$ cat config.mk
export PLATFORM = sky130hd
export DESIGN_NAME = plate_box_candidate_select
export DESIGN_NICKNAME = d
export VERILOG_FILES = /design/src/hw/rtl/pbcs_pkg.sv /design/src/hw/rtl/pbcs_front.sv /design/src/hw/rtl/pbcs_queue.sv /design/src/hw/rtl/pbcs_back.sv /design/src/hw/rtl/plate_box_candidate_select.sv
export SDC_FILE = /design/constraint.sdc
export NUM_CORES = 2
export LEC_CHECK = 0
export BUFFER_PORTS_ARGS = -buffer_cell sky130_fd_sc_hd__clkbuf_2
export CAP_MARGIN = 20
export CORE_UTILIZATION = 59
export CTS_CLUSTER_DIAMETER = 150
export DETAILED_ROUTE_END_ITERATION = 12
export PLACE_DENSITY = 0.76
export SKIP_CTS_REPAIR_TIMING = 1
export SLEW_MARGIN = 0
export SYNTH_ARGS = -nofsm -noshare
export SYNTH_HDL_FRONTEND = slang
export SYNTH_SLANG_ARGS = --single-unit
$ cat constraint.sdc
create_clock -name aclk -period 12.7 [get_ports aclk]
set_input_delay 0.635 -clock aclk [delete_from_list [all_inputs] [get_ports aclk]]
set_output_delay 0.635 -clock aclk [all_outputs]
set_load 0.01 [all_outputs]
$ cat src/hw/rtl/pbcs_pkg.sv
`timescale 1ns / 1ps

// Shared types and constants for the plate box candidate selector.
package pbcs_pkg;

    // Coordinate and register widths.
    localparam int COORD_BITS = 12;
    localparam int DIM_BITS = 13;
    localparam int CFG_INDEX_BITS = 4;

    // Aspect error numerator |2h - w| needs one bit more than a coordinate.
    localparam int NUM_BITS = COORD_BITS + 1;
    localparam int AREA_BITS = 2 * COORD_BITS;
    localparam int FRAME_BITS = 2 * DIM_BITS;

    // Area bounds are compared as F < 30a and 6a + 6 <= F, so the compare
    // width must hold 30 times the largest area as well as the frame area.
    localparam int AREA_CMP_BITS = (2 * COORD_BITS + 5 > FRAME_BITS) ?
                                   2 * COORD_BITS + 6 : FRAME_BITS + 1;

    // Cross products of numerator and height, and the bound 10h.
    localparam int PROD_BITS = NUM_BITS + COORD_BITS;
    localparam int LIMIT_BITS = COORD_BITS + 4;

    // Centre compare covers both a coordinate and half a frame width.
    localparam int CENTRE_CMP_BITS = (COORD_BITS > DIM_BITS) ? COORD_BITS : DIM_BITS;

    // Decoupling queue; the depth must be a power of two.
    localparam int QUEUE_DEPTH = 4;
    localparam int QUEUE_PTR_BITS = $clog2(QUEUE_DEPTH);

    typedef logic [COORD_BITS-1:0]      coord_t;
    typedef logic [DIM_BITS-1:0]        dim_t;
    typedef logic [NUM_BITS-1:0]        num_t;
    typedef logic [AREA_BITS-1:0]       area_t;
    typedef logic [FRAME_BITS-1:0]      frame_t;
    typedef logic [AREA_CMP_BITS-1:0]   area_cmp_t;
    typedef logic [PROD_BITS-1:0]       prod_t;
    typedef logic [LIMIT_BITS-1:0]      limit_t;
    typedef logic [CENTRE_CMP_BITS-1:0] centre_cmp_t;
    typedef logic [CFG_INDEX_BITS-1:0]  cfg_index_t;
    typedef logic [QUEUE_PTR_BITS-1:0]  queue_ptr_t;
    typedef logic [QUEUE_PTR_BITS:0]    queue_count_t;

    // Register indexes and reset values.
    localparam cfg_index_t REG_IMAGE_WIDTH = cfg_index_t'(0);
    localparam cfg_index_t REG_IMAGE_HEIGHT = cfg_index_t'(1);
    localparam dim_t IMAGE_WIDTH_RESET = dim_t'(640);
    localparam dim_t IMAGE_HEIGHT_RESET = dim_t'(480);

    // Area divisors and the aspect error bound.
    localparam area_cmp_t AREA_LOW_DIV = area_cmp_t'(30);
    localparam area_cmp_t AREA_HIGH_DIV = area_cmp_t'(6);
    localparam limit_t ERROR_LIMIT = limit_t'(10);

    localparam queue_count_t QUEUE_FULL_COUNT = queue_count_t'(QUEUE_DEPTH);

    // One classified candidate, as passed from the front to the back.
    typedef struct packed {
        logic   qualify;
        logic   last;
        coord_t x;
        coord_t y;
        coord_t w;
        coord_t h;
        num_t   num;
    } cand_t;

    // Queue occupancy as seen by its two neighbours.
    typedef struct packed {
        logic full;
        logic valid;
    } queue_status_t;

endpackage

$ cat src/hw/rtl/pbcs_front.sv
`timescale 1ns / 1ps

// Front end: accepts boxes and classifies them in a three-stage pipeline.
module pbcs_front (
    input  logic                   aclk,
    input  logic                   aresetn,
    input  logic                   s_valid,
    output logic                   s_ready,
    input  pbcs_pkg::coord_t       s_box_left,
    input  pbcs_pkg::coord_t       s_box_top,
    input  pbcs_pkg::coord_t       s_box_right,
    input  pbcs_pkg::coord_t       s_box_bottom,
    input  logic                   s_last_box,
    input  pbcs_pkg::dim_t         image_width,
    input  pbcs_pkg::dim_t         image_height,
    input  pbcs_pkg::queue_status_t q_status,
    output logic                   push,
    output pbcs_pkg::cand_t        cand
);

    // Stage one registers.
    logic             v1_reg;
    logic             last1_reg;
    logic             pre1_reg;
    pbcs_pkg::coord_t x1_reg, y1_reg, w1_reg, h1_reg;
    pbcs_pkg::num_t   num1_reg;

    // Stage two registers.
    logic             v2_reg;
    logic             last2_reg;
    logic             pre2_reg;
    pbcs_pkg::coord_t x2_reg, y2_reg, w2_reg, h2_reg;
    pbcs_pkg::num_t   num2_reg;
    pbcs_pkg::area_t  area2_reg;
    pbcs_pkg::frame_t frame2_reg;

    // Stage three registers.
    logic             v3_reg;
    pbcs_pkg::cand_t  cand3_reg;

    logic                 adv;
    pbcs_pkg::coord_t     w1_next, h1_next;
    pbcs_pkg::num_t       two_h, w_ext, num1_next;
    pbcs_pkg::dim_t       centre;
    logic                 pre1_next;
    pbcs_pkg::area_cmp_t  area_ext, frame_ext;
    logic                 qualify3_next;

    // The whole pipeline moves unless the last stage holds a beat the queue cannot take.
    assign adv = !v3_reg || !q_status.full;
    assign s_ready = adv;
    assign push = v3_reg && !q_status.full;
    assign cand = cand3_reg;

    // Size, aspect numerator and geometric checks of the incoming box.
    always_comb begin
        w1_next = s_box_right - s_box_left;
        h1_next = s_box_bottom - s_box_top;
        two_h = {h1_next, 1'b0};
        w_ext = {1'b0, w1_next};
        num1_next = (two_h >= w_ext) ? (two_h - w_ext) : (w_ext - two_h);
        centre = image_width >> 1;
        pre1_next = (s_box_right >= s_box_left) && (s_box_bottom >= s_box_top)
                    && (w1_next > h1_next)
                    && (pbcs_pkg::centre_cmp_t'(s_box_left) < pbcs_pkg::centre_cmp_t'(centre))
                    && (pbcs_pkg::centre_cmp_t'(s_box_right) > pbcs_pkg::centre_cmp_t'(centre));
    end

    // Area bounds without division: a > F/30 and a < F/6 in integer terms.
    always_comb begin
        area_ext = pbcs_pkg::area_cmp_t'(area2_reg);
        frame_ext = pbcs_pkg::area_cmp_t'(frame2_reg);
        qualify3_next = pre2_reg
            && (frame_ext < pbcs_pkg::area_cmp_t'(area_ext * pbcs_pkg::AREA_LOW_DIV))
            && (pbcs_pkg::area_cmp_t'(area_ext * pbcs_pkg::AREA_HIGH_DIV + pbcs_pkg::AREA_HIGH_DIV)
                <= frame_ext);
    end

    // Valid bits of the three stages.
    always_ff @(posedge aclk) begin
        if (!aresetn) begin
            v1_reg <= 1'b0;
            v2_reg <= 1'b0;
            v3_reg <= 1'b0;
        end else if (adv) begin
            v1_reg <= s_valid;
            v2_reg <= v1_reg;
            v3_reg <= v2_reg;
        end
    end

    // Stage payloads; the products are registered before the area compare.
    always_ff @(posedge aclk) begin
        if (adv) begin
            last1_reg <= s_last_box;
            pre1_reg <= pre1_next;
            x1_reg <= s_box_left;
            y1_reg <= s_box_top;
            w1_reg <= w1_next;
            h1_reg <= h1_next;
            num1_reg <= num1_next;

            last2_reg <= last1_reg;
            pre2_reg <= pre1_reg;
            x2_reg <= x1_reg;
            y2_reg <= y1_reg;
            w2_reg <= w1_reg;
            h2_reg <= h1_reg;
            num2_reg <= num1_reg;
            area2_reg <= pbcs_pkg::area_t'(w1_reg) * pbcs_pkg::area_t'(h1_reg);
            frame2_reg <= pbcs_pkg::frame_t'(image_width) * pbcs_pkg::frame_t'(image_height);

            cand3_reg.qualify <= qualify3_next;
            cand3_reg.last <= last2_reg;
            cand3_reg.x <= x2_reg;
            cand3_reg.y <= y2_reg;
            cand3_reg.w <= w2_reg;
            cand3_reg.h <= h2_reg;
            cand3_reg.num <= num2_reg;
        end
    end

endmodule

$ cat src/hw/rtl/pbcs_queue.sv
`timescale 1ns / 1ps

// Short queue of classified candidates between the front and the back.
module pbcs_queue (
    input  logic                    aclk,
    input  logic                    aresetn,
    input  logic                    push,
    input  pbcs_pkg::cand_t         push_data,
    input  logic                    pop,
    output pbcs_pkg::cand_t         head,
    output pbcs_pkg::queue_status_t status
);

    pbcs_pkg::cand_t        entry_reg [pbcs_pkg::QUEUE_DEPTH];
    pbcs_pkg::queue_ptr_t   wr_ptr_reg, rd_ptr_reg;
    pbcs_pkg::queue_count_t count_reg, count_next;

    assign head = entry_reg[rd_ptr_reg];
    assign status.full = (count_reg == pbcs_pkg::QUEUE_FULL_COUNT);
    assign status.valid = (count_reg != '0);

    // Occupancy follows pushes and pops in the same cycle.
    always_comb begin
        count_next = count_reg;
        if (push && !pop) begin
            count_next = count_reg + 1'b1;
        end else if (pop && !push) begin
            count_next = count_reg - 1'b1;
        end
    end

    // Pointers wrap on their own since the depth is a power of two.
    always_ff @(posedge aclk) begin
        if (!aresetn) begin
            wr_ptr_reg <= '0;
            rd_ptr_reg <= '0;
            count_reg <= '0;
        end else begin
            count_reg <= count_next;
            if (push) begin
                wr_ptr_reg <= wr_ptr_reg + 1'b1;
            end
            if (pop) begin
                rd_ptr_reg <= rd_ptr_reg + 1'b1;
            end
        end
    end

    // Entry storage.
    always_ff @(posedge aclk) begin
        if (push) begin
            entry_reg[wr_ptr_reg] <= push_data;
        end
    end

endmodule

$ cat src/hw/rtl/pbcs_back.sv
`timescale 1ns / 1ps

// Back end: keeps the best candidate of the frame and emits the plate.
module pbcs_back (
    input  logic                    aclk,
    input  logic                    aresetn,
    input  pbcs_pkg::cand_t         head,
    input  pbcs_pkg::queue_status_t q_status,
    output logic                    pop,
    output logic                    m_valid,
    input  logic                    m_ready,
    output pbcs_pkg::coord_t        m_plate_x,
    output pbcs_pkg::coord_t        m_plate_y,
    output pbcs_pkg::coord_t        m_plate_width,
    output pbcs_pkg::coord_t        m_plate_height,
    output logic                    m_held_over
);

    // Frame winner and the previous plate.
    logic             have_best_reg, have_best_next;
    pbcs_pkg::coord_t best_x_reg, best_y_reg, best_w_reg, best_h_reg;
    pbcs_pkg::coord_t best_x_next, best_y_next, best_w_next, best_h_next;
    pbcs_pkg::num_t   best_num_reg, best_num_next;
    pbcs_pkg::coord_t prev_x_reg, prev_y_reg, prev_w_reg, prev_h_reg;

    // Output register.
    logic             m_valid_reg, m_valid_next;
    pbcs_pkg::coord_t m_x_reg, m_y_reg, m_w_reg, m_h_reg;
    logic             m_held_reg;

    pbcs_pkg::prod_t  prod_new, prod_best;
    logic             better, take;

    assign m_valid = m_valid_reg;
    assign m_plate_x = m_x_reg;
    assign m_plate_y = m_y_reg;
    assign m_plate_width = m_w_reg;
    assign m_plate_height = m_h_reg;
    assign m_held_over = m_held_reg;

    // A last beat needs room in the output register; others always go through.
    assign pop = q_status.valid && (!head.last || !m_valid_reg || m_ready);

    // Exact error compare: n1/h1 < n2/h2 as n1*h2 < n2*h1.
    always_comb begin
        prod_new = pbcs_pkg::prod_t'(head.num) * pbcs_pkg::prod_t'(best_h_reg);
        prod_best = pbcs_pkg::prod_t'(best_num_reg) * pbcs_pkg::prod_t'(head.h);
        if (have_best_reg) begin
            better = prod_new < prod_best;
        end else begin
            better = pbcs_pkg::limit_t'(head.num)
                     < pbcs_pkg::limit_t'(pbcs_pkg::limit_t'(head.h) * pbcs_pkg::ERROR_LIMIT);
        end
        take = head.qualify && better;
    end

    // Winner including the candidate at the head.
    always_comb begin
        have_best_next = have_best_reg || take;
        best_x_next = take ? head.x : best_x_reg;
        best_y_next = take ? head.y : best_y_reg;
        best_w_next = take ? head.w : best_w_reg;
        best_h_next = take ? head.h : best_h_reg;
        best_num_next = take ? head.num : best_num_reg;
    end

    // The output register empties when taken and fills on a last beat.
    always_comb begin
        m_valid_next = m_valid_reg && !m_ready;
        if (pop && head.last) begin
            m_valid_next = 1'b1;
        end
    end

    // Control state.
    always_ff @(posedge aclk) begin
        if (!aresetn) begin
            have_best_reg <= 1'b0;
            m_valid_reg <= 1'b0;
            prev_x_reg <= '0;
            prev_y_reg <= '0;
            prev_w_reg <= '0;
            prev_h_reg <= '0;
        end else begin
            m_valid_reg <= m_valid_next;
            if (pop) begin
                have_best_reg <= have_best_next && !head.last;
                if (head.last && have_best_next) begin
                    prev_x_reg <= best_x_next;
                    prev_y_reg <= best_y_next;
                    prev_w_reg <= best_w_next;
                    prev_h_reg <= best_h_next;
                end
            end
        end
    end

    // Winner payload and the emitted plate.
    always_ff @(posedge aclk) begin
        if (pop) begin
            best_x_reg <= best_x_next;
            best_y_reg <= best_y_next;
            best_w_reg <= best_w_next;
            best_h_reg <= best_h_next;
            best_num_reg <= best_num_next;
            if (head.last) begin
                m_x_reg <= have_best_next ? best_x_next : prev_x_reg;
                m_y_reg <= have_best_next ? best_y_next : prev_y_reg;
                m_w_reg <= have_best_next ? best_w_next : prev_w_reg;
                m_h_reg <= have_best_next ? best_h_next : prev_h_reg;
                m_held_reg <= !have_best_next;
            end
        end
    end

`ifndef SYNTHESIS
    // A fresh winner is always wider than tall.
    assert property (@(posedge aclk) disable iff (!aresetn)
        m_valid_reg && !m_held_reg |-> m_w_reg > m_h_reg)
        else $error("emitted winner is not wider than tall");

    // The frame's winner is forgotten once the last box has been handled.
    assert property (@(posedge aclk) disable iff (!aresetn)
        pop && head.last |=> !have_best_reg)
        else $error("winner survived the end of its frame");

    // A held winner keeps its aspect error under the bound.
    assert property (@(posedge aclk) disable iff (!aresetn)
        have_best_reg |-> pbcs_pkg::limit_t'(best_num_reg)
            < pbcs_pkg::limit_t'(pbcs_pkg::limit_t'(best_h_reg) * pbcs_pkg::ERROR_LIMIT))
        else $error("held winner exceeds the aspect error bound");

    // A filled output register is only refilled once its beat has been taken.
    assert property (@(posedge aclk) disable iff (!aresetn)
        m_valid_reg && !m_ready |-> !(pop && head.last))
        else $error("output register overwritten before hand-off");
`endif

endmodule

$ cat src/hw/rtl/plate_box_candidate_select.sv
`timescale 1ns / 1ps

// Channel   | Direction | Handshake          | Payload
// s_        | in        | s_valid / s_ready  | box_left, box_top, box_right, box_bottom, last_box
// m_        | out       | m_valid / m_ready  | plate_x, plate_y, plate_width, plate_height, held_over
// cfg_      | in        | cfg_wr_en          | cfg_addr (register index), cfg_wdata
//
// One box is taken per cycle unless the front stalls; a plate is offered once its frame's
// last box has passed three classify stages and the queue into the output register.
// The rate is set by the winner update, which compares one candidate per cycle.
// Reset is synchronous and active low; the registers return to 640 by 480.
// A stalled output holds back only last beats, and the front stalls once the queue is full.
module plate_box_candidate_select (
    input  logic                 aclk,
    input  logic                 aresetn,
    input  logic                 cfg_wr_en,
    input  pbcs_pkg::cfg_index_t cfg_addr,
    input  pbcs_pkg::dim_t       cfg_wdata,
    input  logic                 s_valid,
    output logic                 s_ready,
    input  pbcs_pkg::coord_t     s_box_left,
    input  pbcs_pkg::coord_t     s_box_top,
    input  pbcs_pkg::coord_t     s_box_right,
    input  pbcs_pkg::coord_t     s_box_bottom,
    input  logic                 s_last_box,
    output logic                 m_valid,
    input  logic                 m_ready,
    output pbcs_pkg::coord_t     m_plate_x,
    output pbcs_pkg::coord_t     m_plate_y,
    output pbcs_pkg::coord_t     m_plate_width,
    output pbcs_pkg::coord_t     m_plate_height,
    output logic                 m_held_over
);

    pbcs_pkg::dim_t          image_width_reg, image_height_reg;
    pbcs_pkg::cand_t         front_cand, queue_head;
    pbcs_pkg::queue_status_t q_status;
    logic                    push, pop;

    // Configuration registers; writes beyond the list are ignored.
    always_ff @(posedge aclk) begin
        if (!aresetn) begin
            image_width_reg <= pbcs_pkg::IMAGE_WIDTH_RESET;
            image_height_reg <= pbcs_pkg::IMAGE_HEIGHT_RESET;
        end else if (cfg_wr_en) begin
            unique case (cfg_addr)
                pbcs_pkg::REG_IMAGE_WIDTH: begin
                    image_width_reg <= cfg_wdata;
                end
                pbcs_pkg::REG_IMAGE_HEIGHT: begin
                    image_height_reg <= cfg_wdata;
                end
                default: begin
                end
            endcase
        end
    end

    pbcs_front u_front (
        .aclk         (aclk),
        .aresetn      (aresetn),
        .s_valid      (s_valid),
        .s_ready      (s_ready),
        .s_box_left   (s_box_left),
        .s_box_top    (s_box_top),
        .s_box_right  (s_box_right),
        .s_box_bottom (s_box_bottom),
        .s_last_box   (s_last_box),
        .image_width  (image_width_reg),
        .image_height (image_height_reg),
        .q_status     (q_status),
        .push         (push),
        .cand         (front_cand)
    );

    pbcs_queue u_queue (
        .aclk      (aclk),
        .aresetn   (aresetn),
        .push      (push),
        .push_data (front_cand),
        .pop       (pop),
        .head      (queue_head),
        .status    (q_status)
    );

    pbcs_back u_back (
        .aclk           (aclk),
        .aresetn        (aresetn),
        .head           (queue_head),
        .q_status       (q_status),
        .pop            (pop),
        .m_valid        (m_valid),
        .m_ready        (m_ready),
        .m_plate_x      (m_plate_x),
        .m_plate_y      (m_plate_y),
        .m_plate_width  (m_plate_width),
        .m_plate_height (m_plate_height),
        .m_held_over    (m_held_over)
    );

endmodule

==> metrics.txt <==
status=finished, final reports clean; Worst path max stage delay=0.88 ns; cell accounting for the most synthesized area=edfxtp_1; Total Wirelength=115000 um; Clock transition at path regs=0.06 ns; final setup fails=0; DR vias=33600; RSZ-0062 raised after global routing=false; CTS tree=built; setup_tns=0 ns; clk_skew=0.0406 ns; arrival time at the worst endpoint=10.75 ns; DRC violations left=0; Area Growth Syn to Fin=7.66%; max FFs per register=248; fin. max-slew vios=0; Slew headroom=0.315; synthesized netlist cell count=4565; crit path kind=reg -> reg; Clock Tree Buf Depth=3; Chip Width=301 um; Routed met2 length=58100 um; row count=109; crit start category=flip-flop; Max Clock Freq=96.2 MHz; wire length per cell=19.7 um; synth warn=0; DRT met1 WL=47800 um; GR Util All Layers=0.266; Syn Area/Cell=11.5 sq um; largest net degree at the start of global routing=101; grt total ovfl=0; post-detail-place hpwl=83400 um; number of synthesized flops with an enable pin=594; FF+latch count, synth=682; Worst Tran Pin Value=1.03 ns; vias in the first global route=35400; Worst EP required=13.05 ns; Max Used Layer=met4; final worst path period need=10.40 ns; min-delay src=s_box_top[1]; Syn Nets=5634; Cell Area, Synth=52700 sq um; total CTS buffers=72; Hold WC Path Type=in -> reg; post-synth cell types=81; H-Tree Depth=3; I/O pins=122; Iter 0 DRT Violations=2206; die height=301 um; First-pass DRT Iterations=6; Synth area leaders=edfxtp_1 (34%), fa_1 (19%), ha_1 (12%); GPL Wtd Cong=0.864; Final Core Density=0.642; Layout fillers=6593; CTS root buffer=clkbuf_16; Worst setup EP type=flip-flop; die area=90500 sq um; top-area cell type share of the netlist area=0.339; met3 wire length=5700 um; Clk Latency, worst-skew pair=0.63 ns; nets=5697; Core Box Area=88400 sq um; endpoints failing hold=0; routed vias/inst=5.74; Max-Cap Viols=0; number of port buffers=121; FFs w/ async S/R, synth=0; Synth Flop Type=edfxtp_1; first-pass GRT wire length=189000 um; clock sink count=682; ratio of cells with drive above 1 in the final layout=0.105; initial antenna violation count=1; sequential area share after synthesis=0.372; Initial Utilization=0.596; Critical-path top delay cell=dfxtp_4; post-route antenna net violation count=0; ratio of final minimum period to clock period=0.819; Crit Path Max Fanout=41
-- cell usage after synthesis (18+ instances only) --
master / number
ha_1: 505
o21ai_0: 126
nand3_1: 36
a21o_1: 82
nor3_1: 46
nand2b_1: 29
nor2b_1: 59
o21a_1: 35
clkbuf_1: 131
edfxtp_1: 594
nor2_1: 104
dfxtp_1: 88
mux2_2: 91
mux4_2: 62
a211oi_1: 18
xnor2_1: 120
nand2_1: 462
o21ba_2: 48
nand4_1: 29
and2_1: 265
fa_1: 493
a21oi_1: 148
xor2_1: 60
o21bai_1: 21
inv_1: 689
mux2i_1: 33
-- cell type report --
| type | instances | area (sq um) | area share |
|---|---|---|---|
| Timing Repair Buffer | 142 | 763 | 0.0135 |
| Clock inverter | 34 | 398 | 0.00701 |
| Clock buffer | 98 | 1970 | 0.0347 |
| Multi-Input combinational cell | 3041 | 29900 | 0.528 |
| Tap cell | 1165 | 1460 | 0.0257 |
| Antenna cell | 1 | 2.50 | 0.0000441 |
| Inverter | 689 | 2590 | 0.0457 |
| Sequential cell | 682 | 19600 | 0.346 |
-- cells by family after synthesis --
kind of cell               synth area share
AOI/OAI and AO/OA                    0.0757
xor gates and xnor gates             0.0299
adders and majority gates             0.307
buffers and inverters                0.0607
DFF                                   0.372
muxes                                0.0545
and+or+nand+nor                       0.100
-- through the flow --
| step | hold slack, ns | std cells | cell area, sq um | worst slack, ns |
|---|---|---|---|---|
| 2_1_floorplan | 0.400 | 4565 | 52700 | 3.24 |
| 4_1_cts | 0.177 | 5851 | 56700 | 2.20 |
| 3_3_place_gp | 0.401 | 5719 | 54400 | 2.43 |
| 6_report | 0.208 | 5852 | 56700 | 2.30 |
| 5_1_grt | 0.179 | 5851 | 56700 | 1.69 |
| 3_5_place_dp | 0.405 | 5719 | 54400 | 2.26 |
-- worst max-delay path: cells and delay by family, from the launching register on --
kind | cells | cell delay, ns
DFF | 1 | 0.88
and+or+nand+nor | 8 | 1.32
adders and majority gates | 7 | 3.19
buffers and inverters | 6 | 0.88
xor gates and xnor gates | 1 | 0.17
muxes | 3 | 1.53
AOI/OAI and AO/OA | 6 | 2.09
-- worst paths after layout --
| path | depth (start not counted) | slack [ns] | to |
|---|---|---|---|
| worst min-delay path | 1 | 0.21 | u_front.y1_reg[1] |
| worst min register to register | 0 | 0.40 | u_front.num2_reg[3] |
| worst max register to register | 31 | 2.30 | u_back.m_plate_x[10] |
| worst max-delay path | 31 | 2.30 | u_back.m_plate_x[10] |
-- layout by cell type (no fill, tap or decap), types with 62 or more instances in the layout --
cell,n
a21o_1,82
a21oi_1,147
and2_1,261
clkbuf_16,73
clkbuf_2,121
dfxtp_1,86
edfxtp_1,594
fa_1,493
ha_1,505
inv_1,687
mux2_2,91
mux4_2,62
nand2_1,462
nor2_1,103
o21ai_0,126
xnor2_1,120
-- metal layers --
metal | vias up | GRT usage
met3 | 206 | 0.0307
li1 | 15500 | -
met1 | 16900 | 0.344
met5 | - | 0
met2 | 944 | 0.466
met4 | 0 | 0.0868
Power is left out: the tool's default activity adds up to more than one toggle a clock period on the data nets, which glitch-free logic cannot reach.
